File: src/rtl/assert_macros.svh
// Assertion macros used by the point table RTL.
`ifndef ASSERT_MACROS_SVH
`define ASSERT_MACROS_SVH

// The expression holds at every clock edge outside reset.
`define ASSERT_ALWAYS(lbl, clk, rst, expr) \
   lbl: assert property (@(posedge clk) disable iff (rst) (expr)) \
      else $error("%m: invariant violated");

// The consequence holds in the same cycle as the antecedent.
`define ASSERT_IMPLIES(lbl, clk, rst, ante, cons) \
   lbl: assert property (@(posedge clk) disable iff (rst) (ante) |-> (cons)) \
      else $error("%m: implication violated");

// The consequence holds in the cycle after the antecedent.
`define ASSERT_NEXT(lbl, clk, rst, ante, cons) \
   lbl: assert property (@(posedge clk) disable iff (rst) (ante) |=> (cons)) \
      else $error("%m: next-cycle implication violated");

`endif

File: src/rtl/ptns_pkg.sv
// Shared types and constants for the point table search block.
`timescale 1ns / 1ps

package ptns_pkg;

   // Default table capacity.
   localparam int MAX_POINTS_DEF = 64;

   // Fixed field widths.
   localparam int COORD_W     = 16;
   localparam int ID_W        = 16;
   localparam int ENTRY_IDX_W = 6;
   localparam int SQ_W        = 32;
   localparam int DIST_W      = 33;
   localparam int CSR_W       = 16;
   localparam int CSR_IDX_W   = 1;

   // Operation codes of a request and of a result.
   typedef enum logic [1:0] {
      OP_INSERT     = 2'd0,
      OP_NEAREST    = 2'd1,
      OP_NEIGHBOURS = 2'd2
   } op_type;

   // Result status codes.
   typedef enum logic [1:0] {
      STAT_OK       = 2'd0,
      STAT_FULL     = 2'd1,
      STAT_NO_MATCH = 2'd2
   } status_type;

   // Configuration register indexes and reset values.
   localparam logic [CSR_IDX_W-1:0] REG_NEAREST_CAP      = 1'b0;
   localparam logic [CSR_IDX_W-1:0] REG_NEIGHBOUR_RADIUS = 1'b1;
   localparam logic [CSR_W-1:0]     NEAREST_CAP_RESET      = 16'd25600;
   localparam logic [CSR_W-1:0]     NEIGHBOUR_RADIUS_RESET = 16'd256;

   // One stored point.
   typedef struct packed {
      logic signed [COORD_W-1:0] x;
      logic signed [COORD_W-1:0] y;
      logic [ID_W-1:0]           id;
   } point_type;

   // One queued request.
   typedef struct packed {
      op_type    op;
      point_type pt;
   } req_type;

   // One result.
   typedef struct packed {
      op_type                 kind;
      status_type             status;
      logic [ENTRY_IDX_W-1:0] index;
      point_type              pt;
      logic [DIST_W-1:0]      d2;
      logic                   last;
   } rsp_type;

   // Back-end sequencer states.
   typedef enum logic [1:0] {
      S_IDLE,
      S_SCAN,
      S_DRAIN,
      S_FINISH
   } state_type;

endpackage

File: src/rtl/ptns_front.sv
// Request front end: accepts requests, drops unused codes and queues the rest.
`timescale 1ns / 1ps

module ptns_front (
   input  logic               clock,
   input  logic               reset,
   input  logic               req_valid,
   output logic               req_ready,
   input  logic [1:0]         req_op,
   input  ptns_pkg::point_type req_pt,
   output logic               q_valid,
   output ptns_pkg::req_type  q_item,
   input  logic               q_pop
);
   import ptns_pkg::*;

   localparam int QUEUE_DEPTH = 2;

   req_type    q_ff [QUEUE_DEPTH];
   logic       wr_ptr_ff, wr_ptr_in;
   logic       rd_ptr_ff, rd_ptr_in;
   logic [1:0] fill_ff, fill_in;
   logic       known_op;
   logic       push;

   // Unused operation codes are taken but never queued.
   assign known_op  = (req_op == OP_INSERT) || (req_op == OP_NEAREST) ||
                      (req_op == OP_NEIGHBOURS);
   assign req_ready = (fill_ff != 2'(QUEUE_DEPTH));
   assign push      = req_valid && req_ready && known_op;

   assign q_valid = (fill_ff != 2'd0);
   assign q_item  = q_ff[rd_ptr_ff];

   // Pointer and fill bookkeeping.
   always_comb begin
      wr_ptr_in = push  ? wr_ptr_ff + 1'b1 : wr_ptr_ff;
      rd_ptr_in = q_pop ? rd_ptr_ff + 1'b1 : rd_ptr_ff;
      fill_in   = fill_ff + 2'(push) - 2'(q_pop);
   end

   always_ff @(posedge clock) begin
      if (reset) begin
         wr_ptr_ff <= 1'b0;
         rd_ptr_ff <= 1'b0;
         fill_ff   <= 2'd0;
      end else begin
         wr_ptr_ff <= wr_ptr_in;
         rd_ptr_ff <= rd_ptr_in;
         fill_ff   <= fill_in;
      end
   end

   // Queue storage.
   always_ff @(posedge clock) begin
      if (push) begin
         q_ff[wr_ptr_ff] <= '{op: op_type'(req_op), pt: req_pt};
      end
   end

endmodule

File: config.mk
export PLATFORM = sky130hd
export DESIGN_NAME = ptns_front
export DESIGN_NICKNAME = d
export VERILOG_FILES = /design/src/rtl/assert_macros.svh /design/src/rtl/ptns_pkg.sv /design/src/rtl/ptns_front.sv
export SDC_FILE = /design/constraint.sdc
export NUM_CORES = 1
export LEC_CHECK = 0
export BUFFER_PORTS_ARGS = -buffer_cell sky130_fd_sc_hd__buf_2
export CAP_MARGIN = 10
export CORE_MARGIN = 4
export CORE_UTILIZATION = 40
export DETAILED_ROUTE_END_ITERATION = 10
export GPL_TIMING_DRIVEN = 0
export PLACE_DENSITY = 0.67
export SYNTH_ARGS = -nofsm -noshare
export SYNTH_HDL_FRONTEND = slang
export SYNTH_SLANG_ARGS = --single-unit
export TNS_END_PERCENT = 5
File: constraint.sdc
create_clock -name clock -period 8.45 [get_ports clock]
set_input_delay 0.4225 -clock clock [delete_from_list [all_inputs] [get_ports clock]]
set_output_delay 0.4225 -clock clock [all_outputs]
set_load 0.01 [all_outputs]
; ---- Word level (Yosys, flattened, before mapping)
; Memory sizes are Yosys's and may differ from the RTL's. A register that Yosys moved wholly into a read port is not among the register bits.
; Cells that the tools add are included.
[classes]
reduce_logical = 6
eq_ne = 3
n_mux = 4
n_addsub = 4
[op_table]
columns = cell, n
row1 = $mux W1, 4
row2 = $add A1 B1 Y1 const B, 2
row3 = $add A2 B1 Y2, 1
row4 = $eq A2 B1 Y1 const B, 1
row5 = $eq A2 B2 Y1 const B, 1
row6 = $logic_and A1 B1 Y1, 2
row7 = $logic_not A2 Y1, 1
row8 = $logic_or A1 B1 Y1, 2
row9 = $ne A2 B2 Y1 const B, 1
row10 = $reduce_bool A2 Y1, 1
row11 = $sub A2 B1 Y2, 1
[word_totals]
input_bits = 54
out_inout_bits = 52
ff_bits = 4
memories = 1
wordCells = 21
mem_bits_rw = 100
[memory_table]
columns = name, words, width, rd, rd_ports_with_merged_regs, write_ports, line_no
row1 = q_ff, 2, 50, 1, 1, 1, ptns_front.sv:19  ; req_type q_ff [QUEUE_DEPTH];

; ---- Logic depth before layout (Yosys ltp)
; Gate-level depths: netlist of run 1.
[depth]
depth_word = 6
depth_mapped = 8
depth_no_buf = 8

; ---- Worst setup path after synthesis of run 1
; No wires, ideal clock.
[synth_timing]
path_type = input-to-reg
start = input port req_valid
end = memory q_ff[1][0] (netlist bit), enable pin
setup_ns = 0.458
arrival_time_ns = 2.921
stages = 3
t_required_ns = 7.992
slack_ns = 5.071
n_path_buf = 0
path_cell_list = a21bo_1 -> nand2b_1 -> nor2_1
[synth_between]
elab_chain_cells = 4
[synth_lines]
columns = element, line_no
row1 = start: declaration, ptns_front.sv:7  ; input logic req_valid,
row2 = $logic_and A1 B1 Y1 (2 in a row), ptns_front.sv:30  ; assign push = req_valid && req_ready && known_op;
row3 = $mux W1, ptns_front.sv:56  ; if (push) begin
row4 = $mux W1 (implied by the code), ptns_front.sv:57  ; q_ff[wr_ptr_ff] <= '{op: op_type'(req_op), pt: req_pt};
row5 = end: declaration, ptns_front.sv:19
; Every way passes these cells.

==> results of run 1 <==
==> flip-flops by register name, indices dropped and copies added (netlist names), named ones only <==
register / count
fill_ff: 2
q_ff: 100
rd_ptr_ff: 1
wr_ptr_ff: 1
==> path summary, 6_finish.rpt <==
check	endpoint	slack (ns)
worst max-delay path	q_item[11]	6.38
worst min-delay path	q_ff[1][8]	0.25
worst max register to register	q_ff[0][22]	6.59
worst min register to register	rd_ptr_ff	0.52
==> routing by layer <==
metal  vias to the layer above  global-route usage [%]
met5                         -                       0
met2                        69                    21.4
met4                         0                    5.27
li1                        950                       -
met1                       988                    15.3
met3                         9                    3.40
==> final cells by class <==
cell class                 count  area [µm²]  area share (%)
multi-input combinational     69         716            15.0
clock inverter                 7        52.6            1.10
timing repair buffer         107         566            11.8
buffer                         6        41.3           0.864
clock buffer                   9         124            2.59
tap                          129         161            3.38
inverter                       4        15.0           0.314
sequential                   105        3100            64.9
==> cell usage after synthesis <==
| library cell | n |
|---|---|
| sky130_fd_sc_hd__a21bo_1 | 2 |
| sky130_fd_sc_hd__clkbuf_1 | 1 |
| sky130_fd_sc_hd__edfxtp_1 | 100 |
| sky130_fd_sc_hd__a21oi_2 | 1 |
| sky130_fd_sc_hd__nor2b_1 | 1 |
| sky130_fd_sc_hd__mux2_1 | 50 |
| sky130_fd_sc_hd__inv_1 | 3 |
| sky130_fd_sc_hd__nor2b_4 | 1 |
| sky130_fd_sc_hd__or3_4 | 1 |
| sky130_fd_sc_hd__dfxtp_1 | 5 |
| sky130_fd_sc_hd__nor2_1 | 4 |
| sky130_fd_sc_hd__inv_2 | 1 |
| sky130_fd_sc_hd__nand2b_1 | 1 |
| sky130_fd_sc_hd__buf_4 | 5 |
| sky130_fd_sc_hd__o2111ai_1 | 1 |
| sky130_fd_sc_hd__or2_2 | 1 |
| sky130_fd_sc_hd__xnor2_1 | 3 |
| sky130_fd_sc_hd__ha_1 | 1 |
| sky130_fd_sc_hd__o21ai_1 | 1 |
| sky130_fd_sc_hd__o21ai_0 | 1 |
==> report_power, final <==
| group | switching, mW | internal [mW] |
|---|---|---|
| logic | 0.0863 | 0.0693 |
| clock network | 0.169 | 0.110 |
| registers | 0.00973 | 0.617 |
| total | 0.265 | 0.797 |
==> worst max-delay path, cell delays in order, from the launching register on <==
cell and delay [ns]:
sky130_fd_sc_hd__dfxtp_1 0.31, sky130_fd_sc_hd__clkbuf_1 0.24, sky130_fd_sc_hd__buf_4 0.26, sky130_fd_sc_hd__mux2_1 0.35
sky130_fd_sc_hd__buf_2 0.14
==> cells by family (layout without fill, tap and decap cells) <==
logic type	count (synthesis)	in the layout	share of synthesized area (%)
AOI/OAI and AO/OA	6	6	1.23
buffers and inverters	10	133	1.46
muxes	50	50	14.6
adders and majority gates	1	1	0.323
xor gates and xnor gates	3	3	0.680
and+or+nand+nor	9	9	1.52
DFF	105	105	80.2
==> parameters.txt, run 1 <==
Parameter                              Value

Finish
  Number of fill cells    787
  Leading cell type in the layout, fill and taps excluded    sky130_fd_sc_hd__buf_2
  Post-layout utilization of the core    51.2%
  Final non-filler cell total    roughly 440
  Finished Cell Area    4780 µm²
  Commonest cells after routing, fill and taps aside    sky130_fd_sc_hd__buf_2 (105), sky130_fd_sc_hd__edfxtp_1 (100), sky130_fd_sc_hd__mux2_1 (50), sky130_fd_sc_hd__clkbuf_8 (9)
  Layout cell share with drive strength beyond 1    43.3%
  Post-layout net count    about 360
  Area Growth Syn to Fin    23.6%
  # diodes    0

Drt
  Met3 wire length    445 µm
  DRC violation count after routing    0
  Drt first pass iters    4
  Via density    between 4 and 5
  DRT iter0 DRCs    62
  Detailed Route WL    approximately 7000 µm
  Total routed wire length on the met1 layer    2890 µm
  Highest routed layer    met4
  Met2 wire length    3410 µm
  DR WL/cell    approximately 16 µm
  Detailed-route via count    around 2000
  Antenna Nets Post-Route    0

Worst setup path
  Crit Path Category    reg -> out
  Data arrival time of the critical path    1.65 ns
  Critical path capture point type    primary output
  Critical path peak fanout    10
  Startpoint class of the critical path    flip-flop
  Critical R2R Launch    fill_ff[1]
  Critical path data required time    8.03 ns
  Worst r2r path cells    4

Timing
  Transition time at the pin with the least slew margin    0.704 ns
  Hold Violations, Final    0
  Post-route fraction of the period consumed by the critical path    about 25%
  Worst rel slew slack    a little over half
  Total count of max-transition violations in the final report    0
  Setup tns final    0 ns
  Final critical-path required period    2.07 ns
  Unrepaired setup endpoints after global routing    no
  Achievable frequency    482 MHz
  Hold Worst Slack    0.250 ns
  Final count of negative-setup-slack endpoints    0
  Worst Clk Skew    0.00922 ns
  Min setup slack post-route    between 6 and 7 ns

Synthesis
  Synth Area per Inst    21.0 µm²
  Yosys top cell area share    77.6%
  Leading post-synthesis cells by cell area    sky130_fd_sc_hd__edfxtp_1 (78%), sky130_fd_sc_hd__mux2_1 (15%), sky130_fd_sc_hd__dfxtp_1 (2.6%), sky130_fd_sc_hd__buf_4 (0.97%), sky130_fd_sc_hd__xnor2_1 (0.68%)
  Dominant cell type by area after synthesis    sky130_fd_sc_hd__edfxtp_1
  Synth cell types    20
  Portion of the post-synthesis area used by sequential elements    80.2%
  Syn_nets    239
  Cells after synthesis    184
  Synth warn    0
  Synth Cell Area    3870 µm²
  FF+latch count, synth    105

Clocking
  Number of buffers added by the clock tree synthesis step    9
  Clk pin slew, worst setup/hold paths    roughly 0.1 ns
  Master cell of the clock root buffer    sky130_fd_sc_hd__clkbuf_8
  Post CTS Setup Buffer Count    0
  H-tree lvl count    3
  Quantity of gates resized following cts    0
  Hold-fix buffer count after cts    0
  TritonCTS clock tree    built
  Clock Sink Count    105
  Clk buf depth    2
  Source-to-sink clock delay at the later pin of the worst-skew pair    0.35 ns

Placed design
  Post-placement worst setup slack    6.20 ns
  Post-Place Cell Area    4600 µm²
  Detailed Place HPWL    4690 µm
  Placed cell count    420
  Port Buf Inserts    roughly 110
  Placer Congestion    between 0.6 and 0.7

Power
  Lkg Pwr    1.78 nW
  PwrDens    222 nW/µm²
  Peak supply drop    0.0948 mV
  Total Power Consumption    ~1.1 mW

Floorplan
  I/O pin count    106
  Core Area    9330 µm²
  Number of rows in the core area    35
  Die area    around 11000 µm²
  Initial Utilization    41.5%
  Die span in y    106 µm
  Die extent in x    106 µm

Hold path
  Worst hold path stage count    1
  Hold Path Origin    req_pt[8]
  HP Class    in -> reg

GRT
  Initial antenna violation count    0
  Overall track demand over capacity in global routing    12.7%
  Largest net degree at the start of global routing    30
  Overall overflow remaining after global route    0
  Via count of the first global-routing pass    2187
  Wire length of the first global-routing pass    10900 µm

Job
  Count of max-cap constraint violations    0

Status
  Run status    finished, final reports clean
Power figures use the tool's default switching activity.
==> inputs of run 2 (changes only) <==
==> constraint.sdc (replaced) <==
create_clock -name clock -period 2.1 [get_ports clock]
set_input_delay 0.105 -clock clock [delete_from_list [all_inputs] [get_ports clock]]
set_output_delay 0.105 -clock clock [all_outputs]
set_load 0.01 [all_outputs]
==> parameters.txt, run 2 (synthesis gave the netlist of run 1 again) <==
Parameter                              Value

Placed design
  Detailed Place HPWL    4410 µm
  Placed cell count    420
  Post-Place Cell Area    4600 µm²
  Placer Congestion    slightly above 0.6
  Post-placement worst setup slack    0.165 ns
  Port Buf Inserts    105

Floorplan
  Initial Utilization    between 40% and 50%
  Die area    11300 µm²
  I/O pin count    106
  Die extent in x    106 µm
  Core Area    9330 µm²
  Number of rows in the core area    35
  Die span in y    roughly 110 µm

Drt
  Detailed-route via count    2170
  DRC violation count after routing    0
  Detailed Route WL    7240 µm
  DRT iter0 DRCs    81
  Drt first pass iters    3
  Via density    4.45
  DR WL/cell    14.8 µm
  Antenna Nets Post-Route    0

Finish
  Number of fill cells    739
  Finished Cell Area    5290 µm²
  Flip-flop count of the largest register after layout    100
  Layout cell share with drive strength beyond 1    between 30 and 40%
  Largest Register    q_ff
  Area Growth Syn to Fin    36.7%
  Registers with the most flip-flops    q_ff x100, fill_ff x2
  # diodes    0
  Leading cell type in the layout, fill and taps excluded    sky130_fd_sc_hd__buf_2
  Post-layout net count    409
  Register area    3100 µm²
  Final non-filler cell total    between 400 and 500
  Total area of multi-input combinational cells    a little over 700 µm²
  Commonest cells after routing, fill and taps aside    sky130_fd_sc_hd__buf_2 (105), sky130_fd_sc_hd__edfxtp_1 (100), sky130_fd_sc_hd__dlygate4sd3_1 (51), sky130_fd_sc_hd__mux2_1 (50), sky130_fd_sc_hd__clkbuf_8 (9)

Timing
  Setup tns final    0 ns
  Transition time at the pin with the least slew margin    0.676 ns
  Total count of max-transition violations in the final report    0
  Unrepaired setup endpoints after global routing    no
  Final critical-path required period    1.93 ns
  Min setup slack post-route    0.171 ns
  Final count of negative-setup-slack endpoints    0
  Hold Violations, Final    0
  Worst Clk Skew    0.0119 ns
  Achievable frequency    518 MHz
  Worst rel slew slack    54.9%
  Post-route fraction of the period consumed by the critical path    91.9%

GRT
  Overall track demand over capacity in global routing    13.1%
  Via count of the first global-routing pass    2335
  Wire length of the first global-routing pass    roughly 11000 µm
  Largest net degree at the start of global routing    27
  Overall overflow remaining after global route    0
  Initial antenna violation count    0

Clocking
  Clock Sink Count    roughly 110
  Clk pin slew, worst setup/hold paths    around 0.1 ns
  Clk buf depth    2
  Source-to-sink clock delay at the later pin of the worst-skew pair    0.36 ns
  TritonCTS clock tree    built
  H-tree lvl count    3
  Master cell of the clock root buffer    sky130_fd_sc_hd__clkbuf_8
  Number of buffers added by the clock tree synthesis step    9

Status
  Run status    finished, final reports clean

Worst setup path
  Critical path peak fanout    25
  Sequence of cells on the critical path    dlygate4sd3_1, buf_2, a21bo_1, nand2b_1, nor2_4, buf_12
  Worst R2R Setup Slack    around 0.3 ns
  CP delay by family, top    buffers and inverters
  Critical path's slowest cell    sky130_fd_sc_hd__dlygate4sd3_1
  Buffering stage count on the worst path with inverters included    3
  Data arrival time of the critical path    1.98 ns
  Crit Path Category    in -> reg
  Startpoint class of the critical path    primary input
  Critical path data required time    2.15 ns
  Critical path capture point type    flip-flop
  Slowest Stage Delay on Critical Path    0.53 ns

Power
  Peak supply drop    0.417 mV
  PwrDens    814 nW/µm²
  Lkg Pwr    1.98 nW

Hold path
  HP Class    in -> reg

Job
  Count of max-cap constraint violations    0
run 2: cell type report:
class / instances / area share (%)
Sequential cell: 105 / 58.7
Multi-Input combinational cell: 70 / 13.7
Buffer: 6 / 0.781
Clock inverter: 4 / 0.568
Inverter: 4 / 0.308
Tap cell: 129 / 3.05
Clock buffer: 12 / 2.56
Timing Repair Buffer: 158 / 20.4
run 2: path summary, 6_finish.rpt:
check	from	end	cells past startpoint
setup / recovery	req_op[0]	q_ff[1][4]	6
hold / removal	q_pop	rd_ptr_ff	3
setup reg to reg	fill_ff[1]	q_ff[0][5]	4
hold reg to reg	wr_ptr_ff	wr_ptr_ff	2
run 2: metrics by stage:
step	utilization [%]	hold slack (ns)	total power [mW]
floorplan	-	0.167	2.93
global placement	48.9	0.292	3.18
detailed placement	49.3	0.296	3.21
CTS	56.6	0.0513	4.35
global route	56.7	0.0613	4.53
finish	56.7	0.0637	4.30
run 2: per-layer routing:
layer	share of wire (%)	vias up	global-route usage, %
met4	1.4	0	4.72
met5	0	-	0
met1	43	1048	15.6
li1	-	1050	-
met3	4.5	10	3.22
met2	51	62	23.1
run 2: worst register-to-register path, delay by kind of cell (launching register included):
family / cells / cell delay, ns
buffers and inverters: 2 / 0.62
DFF: 1 / 0.34
and+or+nand+nor: 2 / 0.52
run 2: power breakdown:
group	switching (mW)	internal, mW
Combinational	0.368	0.342
Sequential	0.0394	2.48
Clock	0.638	0.433
run 2: repair_timing:
action	4_1_cts	5_1_grt
hold endpoints to repair	104	0
gates resized for setup	0	1
hold buffers	51	0
setup buffers	0	0
setup endpoints to repair	0	50
==> inputs of run 3 (changes only) <==
--- a/config.mk
+++ b/config.mk
@@ -5,13 +5,15 @@
 export SDC_FILE = /design/constraint.sdc
 export NUM_CORES = 1
 export LEC_CHECK = 0
+export ABC_AREA = 1
 export BUFFER_PORTS_ARGS = -buffer_cell sky130_fd_sc_hd__buf_2
 export CAP_MARGIN = 10
 export CORE_MARGIN = 4
 export CORE_UTILIZATION = 40
 export DETAILED_ROUTE_END_ITERATION = 10
 export GPL_TIMING_DRIVEN = 0
-export PLACE_DENSITY = 0.67
+export PLACE_DENSITY = 0.66
+export RECOVER_POWER = 100
 export SYNTH_ARGS = -nofsm -noshare
 export SYNTH_HDL_FRONTEND = slang
 export SYNTH_SLANG_ARGS = --single-unit
==> parameters.txt, run 3 <==
Parameter                              Value

Finish
  Area Growth Syn to Fin    28.2%
  Post-layout utilization of the core    53.2%
  Flip-flop count of the largest register after layout    100
  Finished Cell Area    5250 µm²
  Commonest cells after routing, fill and taps aside    sky130_fd_sc_hd__edfxtp_1 (100), sky130_fd_sc_hd__buf_2 (66), sky130_fd_sc_hd__dlygate4sd3_1 (51), sky130_fd_sc_hd__mux2_1 (43), sky130_fd_sc_hd__clkbuf_1 (40)
  # diodes    0
  Registers with the most flip-flops    q_ff x100, fill_ff x2
  Layout cell share with drive strength beyond 1    a little over a quarter
  Largest Register    q_ff
  Leading cell type in the layout, fill and taps excluded    sky130_fd_sc_hd__edfxtp_1
  Post-layout net count    around 410

Clocking
  Clock Sink Count    between 100 and 150
  Post CTS Setup Buffer Count    0
  Source-to-sink clock delay at the later pin of the worst-skew pair    0.35 ns
  Clk buf depth    2
  TritonCTS clock tree    built
  Clk pin slew, worst setup/hold paths    0.10 ns
  H-tree lvl count    3
  Master cell of the clock root buffer    sky130_fd_sc_hd__clkbuf_8
  Number of buffers added by the clock tree synthesis step    9

Timing
  Hold Worst Slack    0.0912 ns
  Worst Clk Skew    0.0153 ns
  Transition time at the pin with the least slew margin    0.772 ns
  Unrepaired setup endpoints after global routing    no
  Post-route fraction of the period consumed by the critical path    slightly above 90%
  Final count of negative-setup-slack endpoints    0
  Final critical-path required period    1.90 ns
  Total count of max-transition violations in the final report    0
  Hold Violations, Final    0
  Worst rel slew slack    48.4%
  Achievable frequency    525 MHz

GRT
  Via count of the first global-routing pass    2341
  Wire length of the first global-routing pass    11200 µm
  Fraction of met2 tracks used by global routing    22.4%
  Met1 track utilization from global routing    between 10% and 20%
  Most Crowded Layer GR    met2
  Overall overflow remaining after global route    0
  Initial antenna violation count    0
  Overall track demand over capacity in global routing    12.6%
  GR met3 Demand/Resource    4.38%
  Largest net degree at the start of global routing    29

Worst setup path
  Startpoint class of the critical path    primary input
  Slowest Stage Delay on Critical Path    0.62 ns
  Buffering stage count on the worst path with inverters included    3
  Critical path's slowest cell    sky130_fd_sc_hd__nor2_4
  CP delay by family, top    buffers and inverters
  Critical path peak fanout    28
  Data arrival time of the critical path    1.95 ns
  Critical path data required time    2.14 ns
  Sequence of cells on the critical path    dlygate4sd3_1, clkbuf_1, nand2_1, nand3_4, nor2_4, buf_12
  Worst R2R Setup Slack    a little under 0.2 ns
  Crit Path Category    in -> reg
  Critical path capture point type    flip-flop

Synthesis
  Dominant cell type by area after synthesis    sky130_fd_sc_hd__edfxtp_1
  Yosys top cell area share    73.4%
  Number of flops mapped to enable cells by yosys    100
  Leading cell type by number of instances after synthesis    sky130_fd_sc_hd__edfxtp_1
  FF+latch count, synth    105
  Cells after synthesis    189
  Main synth FF type    sky130_fd_sc_hd__edfxtp_1
  Synth Cell Area    ~4100 µm²
  Synth Area per Inst    21.7 µm²
  Synth cell types    12
  Syn_nets    244
  Async set or reset register ratio after synthesis    0%
  Leading post-synthesis cells by cell area    sky130_fd_sc_hd__edfxtp_1 (73%), sky130_fd_sc_hd__mux2_4 (18%), sky130_fd_sc_hd__buf_12 (2.4%), sky130_fd_sc_hd__dfxtp_1 (2.4%), sky130_fd_sc_hd__nand2_1 (0.83%)
  Top cells by instance count after synthesis    sky130_fd_sc_hd__edfxtp_1 (100), sky130_fd_sc_hd__mux2_4 (50), sky130_fd_sc_hd__nand2_1 (9)
  Synth warn    0
  Portion of the post-synthesis area used by sequential elements    75.8%

Power
  Total Power Consumption    between 4 and 5 mW
  Peak supply drop    0.382 mV
  PwrDens    between 800 and 900 nW/µm²
  Lkg Pwr    1.92 nW

Floorplan
  Core Area    9860 µm²
  I/O pin count    106
  Die span in y    109 µm
  Initial Utilization    about two fifths
  Die area    approximately 12000 µm²
  Number of rows in the core area    36
  Die extent in x    109 µm

Placed design
  Post-Place Cell Area    4840 µm²
  Detailed Place HPWL    4680 µm
  Port Buf Inserts    approximately 110
  Placer Congestion    ~0.63

Job
  Count of max-cap constraint violations    0

Drt
  Via density    4.43
  DRT iter0 DRCs    between 60 and 70
  Drt first pass iters    4
  Antenna Nets Post-Route    0
  DRC violation count after routing    0
  Detailed Route WL    around 7200 µm
  Detailed-route via count    2195
  DR WL/cell    14.6 µm

Hold path
  HP Class    in -> reg

Status
  Run status    finished, final reports clean
[run 3: final timing paths]
kind,start,endpoint,cells past startpoint
hold / removal,q_pop,fill_ff[1],3
setup / recovery,req_op[1],q_ff[1][12],6
setup reg to reg,fill_ff[0],q_ff[1][12],5
hold reg to reg,rd_ptr_ff,flip-flop,2
[run 3: cell families after synthesis]
group / Yosys count / share of synthesized area [%]
multiplexers: 50 / 18.3
adder cells (fa/ha/maj): 1 / 0.306
buffers and inverters: 12 / 3.27
AO/OA/AOI/OAI: 1 / 0.122
XOR/XNOR: 2 / 0.428
flip-flops: 105 / 75.8
AND/OR/NAND/NOR: 18 / 1.71
[run 3: area by class of cell]
cell class / count / area [µm²]
Fill cell: 853 / 4620
Sequential cell: 105 / 3100
Timing Repair Buffer: 158 / 1030
Multi-Input combinational cell: 72 / 722
Tap cell: 133 / 166
Clock buffer: 12 / 145
Buffer: 6 / 30.0
Clock inverter: 4 / 28.8
Inverter: 6 / 22.5
[run 3: per-layer routing]
layer,wire [µm],share of wire [%]
met3,485,6.7
met1,2970,41
met4,66,0.91
met5,0,0
met2,3700,51
[run 3: metrics by stage]
stage,cells,setup slack [ns],setup TNS (ns)
finish,496,0.196,0
detailed placement,429,-0.00762,-0.151
floorplan,189,-0.366,-35.87
CTS,496,0.114,0
global route,496,0.0507,0
global placement,427,-1.14,-113.14
[run 3: tightest hold or removal path, delay by kind of cell]
| kind | cells | cell delay (ns) |
|---|---|---|
| AO/OA/AOI/OAI | 1 | 0.08 |
| buffers and inverters | 1 | 0.14 |
| AND/OR/NAND/NOR | 1 | 0.08 |
[run 3: repair_timing]
| action | in CTS | in global routing |
|---|---|---|
| resized for setup | 1 | 1 |
| endpoints found under the hold margin | 103 | 0 |
| cloned | 0 | 0 |
| hold buffers | 51 | 0 |
| endpoints found under the setup margin | 36 | 9 |
[run 3: power by group]
group          leakage [nW]  internal [mW]  switching (mW)
clock network        0.0846          0.468           0.639
logic                 0.871          0.302           0.339
registers             0.965           2.45          0.0325
